## src/hw/rtl/pcg_pkg.sv

```systemverilog
// Package for the bounded PCG32 generator.
// Holds the LCG multiplier, register indexes, controller/datapath structs and output function.
// No dependencies.
package pcg_pkg;

	localparam logic [63:0] PCG_MULT = 64'd6364136223846793005;
	localparam logic [31:0] PCG_MULT_LO = PCG_MULT[31:0];
	localparam logic [31:0] PCG_MULT_HI = PCG_MULT[63:32];

	localparam int unsigned CFG_IDX_W = 8;
	localparam logic [CFG_IDX_W-1:0] REG_SEED = 8'd0;
	localparam logic [CFG_IDX_W-1:0] REG_INCR = 8'd1;

	localparam int unsigned DIV_STEPS = 32;
	localparam int unsigned CNT_W = 5;

	localparam logic [CNT_W-1:0] MUL_PH_LL = 5'd0;
	localparam logic [CNT_W-1:0] MUL_PH_LH = 5'd1;
	localparam logic [CNT_W-1:0] MUL_PH_HL = 5'd2;
	localparam logic [CNT_W-1:0] MUL_PH_ACC = 5'd3;

	typedef struct packed {
		logic load;
		logic step;
		logic finish;
	} pcg_cmd_t;

	typedef struct packed {
		logic last_step;
	} pcg_status_t;

	function automatic logic [31:0] xsh_rr(input logic [63:0] s);
		logic [63:0] mix;
		logic [31:0] x;
		logic [4:0] r;
		logic [63:0] dbl;
		mix = (s >> 18) ^ s;
		x = mix[58:27];
		r = s[63:59];
		dbl = {x, x} >> r;
		return dbl[31:0];
	endfunction

endpackage

```

## src/hw/rtl/pcg_datapath.sv

```systemverilog
// Datapath of the bounded PCG32 generator: state, increment, multiword LCG multiply,
// radix-2 remainder unit and output register. Driven by pcg_ctrl; uses pcg_pkg.
module pcg_datapath
	import pcg_pkg::*;
(
	input  logic                 clk,
	input  logic                 arst_n,
	input  logic                 cfg_we,
	input  logic [CFG_IDX_W-1:0] cfg_index,
	input  logic [63:0]          cfg_data,
	input  logic [31:0]          range_start,
	input  logic [31:0]          range_end,
	input  pcg_cmd_t             cmd,
	output pcg_status_t          status,
	output logic [31:0]          random_value
);

	logic [63:0] state_q;
	logic [63:0] incr_q;
	logic [63:0] old_q;
	logic [63:0] prod_q;
	logic [63:0] acc_q;
	logic [31:0] span_q;
	logic [31:0] start_q;
	logic [31:0] raw_q;
	logic [31:0] dvd_q;
	logic [31:0] rem_q;
	logic [CNT_W-1:0] cnt_q;
	logic [31:0] out_q;

	logic [32:0] shifted;
	logic [32:0] diff;
	logic [31:0] mul_a;
	logic [31:0] mul_b;
	logic [31:0] reduced;

	always_comb begin
		shifted = {rem_q, dvd_q[31]};
		diff = shifted - {1'b0, span_q};
		case (cnt_q)
			MUL_PH_LL: begin
				mul_a = old_q[31:0];
				mul_b = PCG_MULT_LO;
			end
			MUL_PH_LH: begin
				mul_a = old_q[31:0];
				mul_b = PCG_MULT_HI;
			end
			default: begin
				mul_a = old_q[63:32];
				mul_b = PCG_MULT_LO;
			end
		endcase
		reduced = (span_q == 32'd0) ? raw_q : rem_q;
	end

	always_ff @(posedge clk or negedge arst_n) begin
		if (!arst_n) begin
			state_q <= 64'd0;
			incr_q <= 64'd1;
		end else begin
			if (cfg_we && cfg_index == REG_SEED) begin
				state_q <= cfg_data;
			end else if (cmd.finish) begin
				state_q <= acc_q + (incr_q | 64'd1);
			end
			if (cfg_we && cfg_index == REG_INCR) begin
				incr_q <= cfg_data;
			end
		end
	end

	always_ff @(posedge clk) begin
		if (cmd.load) begin
			old_q <= state_q;
			raw_q <= xsh_rr(state_q);
			dvd_q <= xsh_rr(state_q);
			rem_q <= 32'd0;
			span_q <= range_end - range_start + 32'd1;
			start_q <= range_start;
			cnt_q <= '0;
		end else if (cmd.step) begin
			dvd_q <= {dvd_q[30:0], 1'b0};
			rem_q <= diff[32] ? shifted[31:0] : diff[31:0];
			cnt_q <= cnt_q + 1'b1;
			prod_q <= 64'(mul_a) * 64'(mul_b);
			case (cnt_q)
				MUL_PH_LH: acc_q <= prod_q;
				MUL_PH_HL: acc_q[63:32] <= acc_q[63:32] + prod_q[31:0];
				MUL_PH_ACC: acc_q[63:32] <= acc_q[63:32] + prod_q[31:0];
				default: acc_q <= acc_q;
			endcase
		end
		if (cmd.finish) begin
			out_q <= reduced + start_q;
		end
	end

	assign status.last_step = (cnt_q == CNT_W'(DIV_STEPS - 1));
	assign random_value = out_q;

endmodule

```

## src/hw/rtl/pcg_ctrl.sv

```systemverilog
// Controller of the bounded PCG32 generator: sequences load, remainder steps and result
// hand-off, and owns the input ready and output valid. Uses pcg_pkg.
module pcg_ctrl
	import pcg_pkg::*;
(
	input  logic        clk,
	input  logic        arst_n,
	input  logic        in_valid,
	output logic        in_ready,
	output logic        out_valid,
	input  logic        out_ready,
	input  pcg_status_t status,
	output pcg_cmd_t    cmd
);

	typedef enum logic [1:0] {
		ST_IDLE,
		ST_RUN,
		ST_FINISH
	} state_t;

	state_t state_q;
	logic out_valid_q;
	logic can_finish;

	assign in_ready = (state_q == ST_IDLE);
	assign can_finish = (state_q == ST_FINISH) && (!out_valid_q || out_ready);

	always_comb begin
		cmd.load = in_valid && in_ready;
		cmd.step = (state_q == ST_RUN);
		cmd.finish = can_finish;
	end

	always_ff @(posedge clk or negedge arst_n) begin
		if (!arst_n) begin
			state_q <= ST_IDLE;
			out_valid_q <= 1'b0;
		end else begin
			if (can_finish) begin
				out_valid_q <= 1'b1;
			end else if (out_ready) begin
				out_valid_q <= 1'b0;
			end
			case (state_q)
				ST_IDLE: begin
					if (in_valid) begin
						state_q <= ST_RUN;
					end
				end
				ST_RUN: begin
					if (status.last_step) begin
						state_q <= ST_FINISH;
					end
				end
				ST_FINISH: begin
					if (can_finish) begin
						state_q <= ST_IDLE;
					end
				end
				default: state_q <= ST_IDLE;
			endcase
		end
	end

	assign out_valid = out_valid_q;

endmodule

```

## src/hw/rtl/pcg32_bounded_random.sv

```systemverilog
// Bounded PCG32 generator: one request in, one value in [start, end] out.
// A request is loaded, then the radix-2 unit runs 32 remainder steps, then the result goes
// into the output register once any earlier result has been taken; a new request is accepted
// only after that hand-off. The next request is taken while a result waits.
// Reset clears the generator state to zero and the increment to one; a seed write loads the state.
module pcg32_bounded_random
	import pcg_pkg::*;
(
	input  logic                 clk,
	input  logic                 arst_n,
	input  logic                 s_axis_tvalid,
	output logic                 s_axis_tready,
	input  logic [63:0]          s_axis_tdata,  // range_start [31:0], range_end [63:32]
	output logic                 m_axis_tvalid,
	input  logic                 m_axis_tready,
	output logic [31:0]          m_axis_tdata,  // random_value [31:0]
	input  logic                 cfg_valid,
	output logic                 cfg_ready,
	input  logic [CFG_IDX_W-1:0] cfg_index,
	input  logic [63:0]          cfg_data
);

	pcg_cmd_t cmd;
	pcg_status_t status;

	assign cfg_ready = 1'b1;

	pcg_ctrl u_ctrl (
		.clk       (clk),
		.arst_n    (arst_n),
		.in_valid  (s_axis_tvalid),
		.in_ready  (s_axis_tready),
		.out_valid (m_axis_tvalid),
		.out_ready (m_axis_tready),
		.status    (status),
		.cmd       (cmd)
	);

	pcg_datapath u_datapath (
		.clk          (clk),
		.arst_n       (arst_n),
		.cfg_we       (cfg_valid && cfg_ready),
		.cfg_index    (cfg_index),
		.cfg_data     (cfg_data),
		.range_start  (s_axis_tdata[31:0]),
		.range_end    (s_axis_tdata[63:32]),
		.cmd          (cmd),
		.status       (status),
		.random_value (m_axis_tdata)
	);

endmodule
```

## config.mk

```make
export PLATFORM = sky130hd
export DESIGN_NAME = pcg32_bounded_random
export DESIGN_NICKNAME = d
export VERILOG_FILES = /design/src/hw/rtl/pcg_pkg.sv /design/src/hw/rtl/pcg_datapath.sv /design/src/hw/rtl/pcg_ctrl.sv /design/src/hw/rtl/pcg32_bounded_random.sv
export SDC_FILE = /design/constraint.sdc
export NUM_CORES = 2
export LEC_CHECK = 0
export CAP_MARGIN = 20
export CORE_MARGIN = 5
export CORE_UTILIZATION = 30
export CTS_CLUSTER_SIZE = 14
export DETAILED_ROUTE_END_ITERATION = 10
export DONT_BUFFER_PORTS = 1
export PLACE_DENSITY = 0.56
export SYNTH_ARGS = -nofsm -noshare
export SYNTH_HDL_FRONTEND = slang
export SYNTH_SLANG_ARGS = --single-unit
```

## constraint.sdc

```tcl
create_clock -name clk -period 9.4 [get_ports clk]
set_input_delay 0.94 -clock clk [delete_from_list [all_inputs] [get_ports clk]]
set_output_delay 0.94 -clock clk [all_outputs]
set_load 0.02 [all_outputs]
```

==> results.toml <==
[timing]
slew_headroom = 0.272
period_minus_slack_ns = 9.04
finalCritPeriodShare = 0.961
fin_worst_skew_ns = 0.0325
tns_ns = 0
setup_viol = 0
hold_viol = 0
worst_pin_slew_ns = 1.09
fmax_mhz = 111
rsz0062_at_grt = "no"
report.final.slew_viol_count = 0

[floorplan]
die_w_um = 432
row_count = 154
initial_core_util = 0.302
die_area_sq_um = 186000
die_h_um = 432
core_sq_um = 176000
io_pins = 176

[placed_design]
place_congestion = 0.945
hpwlAfterDp_um = 139000
io_buffers = 0

[min_path]
hold_class = "primary input to async pin"

[setup_path]
start_kind = "flip-flop"
r2r_start = "u_datapath.cnt_q[1]"
r2r_end = "u_datapath.prod_q[63]"
crit_fanout = 13
rr_worst_depth = 31
cp-end-kind = "flip-flop"
critPathKind = "flip-flop to flip-flop"
arrival_ns = 9.41
cpPeakStageDelay_ns = 0.57
crit_path_end = "u_datapath.prod_q[63]"
cp_slowest_cell = "fa_1"
cp_common_cell = "fa_1"
crit_required_ns = 9.77
r2r_slack_ns = 0.36
crit_start = "u_datapath.cnt_q[1]"

[clocking]
cts_setup_buffers = 0
clock_latency_ns = 0.64
clk_pin_slew_ns = 0.06
clock-sinks = 519
cts_buffer_depth = 3
tritoncts = "done"
htreeDepth = 2
cts_buffers = 54
cts_root_buf = "clkbuf_16"

[route]
drcViolationCount = 0
wl_um = 168000
drt_iter0_markers = 2588
vias = 38300
dr.pass1.iters = 6
viasPerCell = 4.97
wire_per_inst_um = 21.8
antenna_left = 0

[global_routing]
overflow = 0
antenna_found_initial = 9
grt_pass1_vias = 39200
track_usage = 0.177
grt_max_degree = 118
grt_first_pass_wirelength_um = 251000

[synthesis]
synth.area.top_cells = "fa_1 (20%), edfxtp_1 (20%), ha_1 (15%), dfrtp_1 (6.1%), inv_1 (6.1%)"
ys.flop_type = "edfxtp_1"
seq_area_frac_synth = 0.273
syn_area_sq_um = 53400
yosysMostFrequentCell = "inv_1"
syn-instance-count = 5269
synth_top_area_frac = 0.203
ys_warn_count = 0
synth_edf_count = 352
synth_cell_types = 95
ys_async_sr_fraction = 0.250
avgSynthCellArea_sq_um = 10.1
synth_seq_cells = 519
synth.largest_area_cell = "fa_1"
synthTopCellsByCount = "inv_1 (862), ha_1 (639), fa_1 (540)"

[layout]
nets = 6640
fillCellCount = 17900
synthToLayoutAreaGrowth_pct = 10.5
drive_gt1_frac = 0.0844

[status]
status = "finished, final reports clean"

[flow_run]
max_cap_viol_count = 0
==> layout make-up <==
cell class	instances	area [sq um]	area share
inverter	872	3280	0.0557
clock buffer	63	1420	0.0240
multi-input combinational	3744	35100	0.596
clock inverter	39	482	0.00817
timing repair buffer	129	1090	0.0185
antenna	13	32.5	0.000552
sequential	519	14600	0.247
tap	2340	2930	0.0497
==> routing by layer <==
layer / GRT usage / share of wire
met1: 0.225 / 0.42
met5: 0 / 0
met2: 0.321 / 0.51
met3: 0.0155 / 0.044
met4: 0.0510 / 0.034
==> layout by cell type, fill, tap and decap left out, types with 17 or more instances in the layout <==
master,n
clkbuf_16,55
nand2_1,331
nor3_1,41
a31oi_1,39
mux2_2,154
dfrtp_1,130
nor4_1,17
nand2b_1,37
o21ai_0,272
a211oi_1,25
o31ai_1,18
edfxtp_1,352
fa_1,540
nor2b_1,26
o21a_1,26
conb_1,32
o21bai_1,39
and3_1,30
nand3_1,44
clkinv_1,17
inv_1,860
nor2_1,337
a21o_1,156
buf_4,121
xor2_1,103
nand4_1,48
a21oi_1,307
dfxtp_1,36
ha_1,637
mux2i_1,99
xnor2_1,155
==> stage by stage <==
stage / setup slack, ns / hold WS, ns / util / cells / area (sq um)
CTS: 0.141 / 0.114 / 0.333 / 7706 / 58800
floorplan: -0.0207 / 0.417 / - / 5299 / 53500
global route: 0.00585 / 0.122 / 0.334 / 7710 / 58900
detailed placement: -0.00623 / 0.434 / 0.322 / 7600 / 56800
global placement: 0.0930 / 0.426 / 0.322 / 7599 / 56800
finish: 0.364 / 0.136 / 0.334 / 7719 / 58900
==> how the worst min path moves through the flow <==
stage	from	end	slack, ns	cells past startpoint
2_1_floorplan	u_datapath.state_q[22]	u_datapath.old_q[22]	0.42	0
3_3_place_gp	u_datapath.state_q[22]	u_datapath.old_q[22]	0.43	0
3_5_place_dp	u_datapath.state_q[15]	u_datapath.old_q[15]	0.43	0
4_1_cts	arst_n	u_datapath.state_q[35]	0.11	1
5_1_grt	arst_n	u_datapath.state_q[37]	0.12	1
6_report	arst_n	u_datapath.state_q[36]	0.14	1
==> logic make-up after synthesis <==
group	share of synthesized area
AND/OR/NAND/NOR	0.0838
flip-flops	0.273
other	0.000141
XOR/XNOR	0.0429
multiplexers	0.0558
adder cells (fa/ha/maj)	0.352
AO/OA/AOI/OAI	0.119
buffers and inverters	0.0733
==> critical path, delay by kind of cell (launching register included) <==
| family | cells | cell delay, ns |
|---|---|---|
| fa+ha+maj | 10 | 3.96 |
| compound gates | 6 | 1.64 |
| flops | 1 | 0.39 |
| buf+inv | 7 | 0.73 |
| mux | 1 | 0.28 |
| simple gates | 7 | 1.75 |
==> registers in the layout (all words and copies together), names as in the netlist, 5 cells and up <==
name and count:
u_datapath.raw_q 32, u_datapath.dvd_q 32, u_datapath.incr_q 63, u_datapath.prod_q 64, u_datapath.acc_q 64, u_datapath.cnt_q 5, u_datapath.old_q 64, u_datapath.state_q 64
u_datapath.span_q 32, u_datapath.start_q 32, u_datapath.rem_q 32, u_datapath.random_value 32
==> repair_timing <==
item                                    CTS  global route
resized for setup                         1            21
pin swaps                                 0             3
endpoints found under the setup margin    1            19
endpoints found under the hold margin    58             0
hold buffers                              4             0
Power is left out: the tool's default activity adds up to more than one toggle a clock period on the data nets, which glitch-free logic cannot reach.
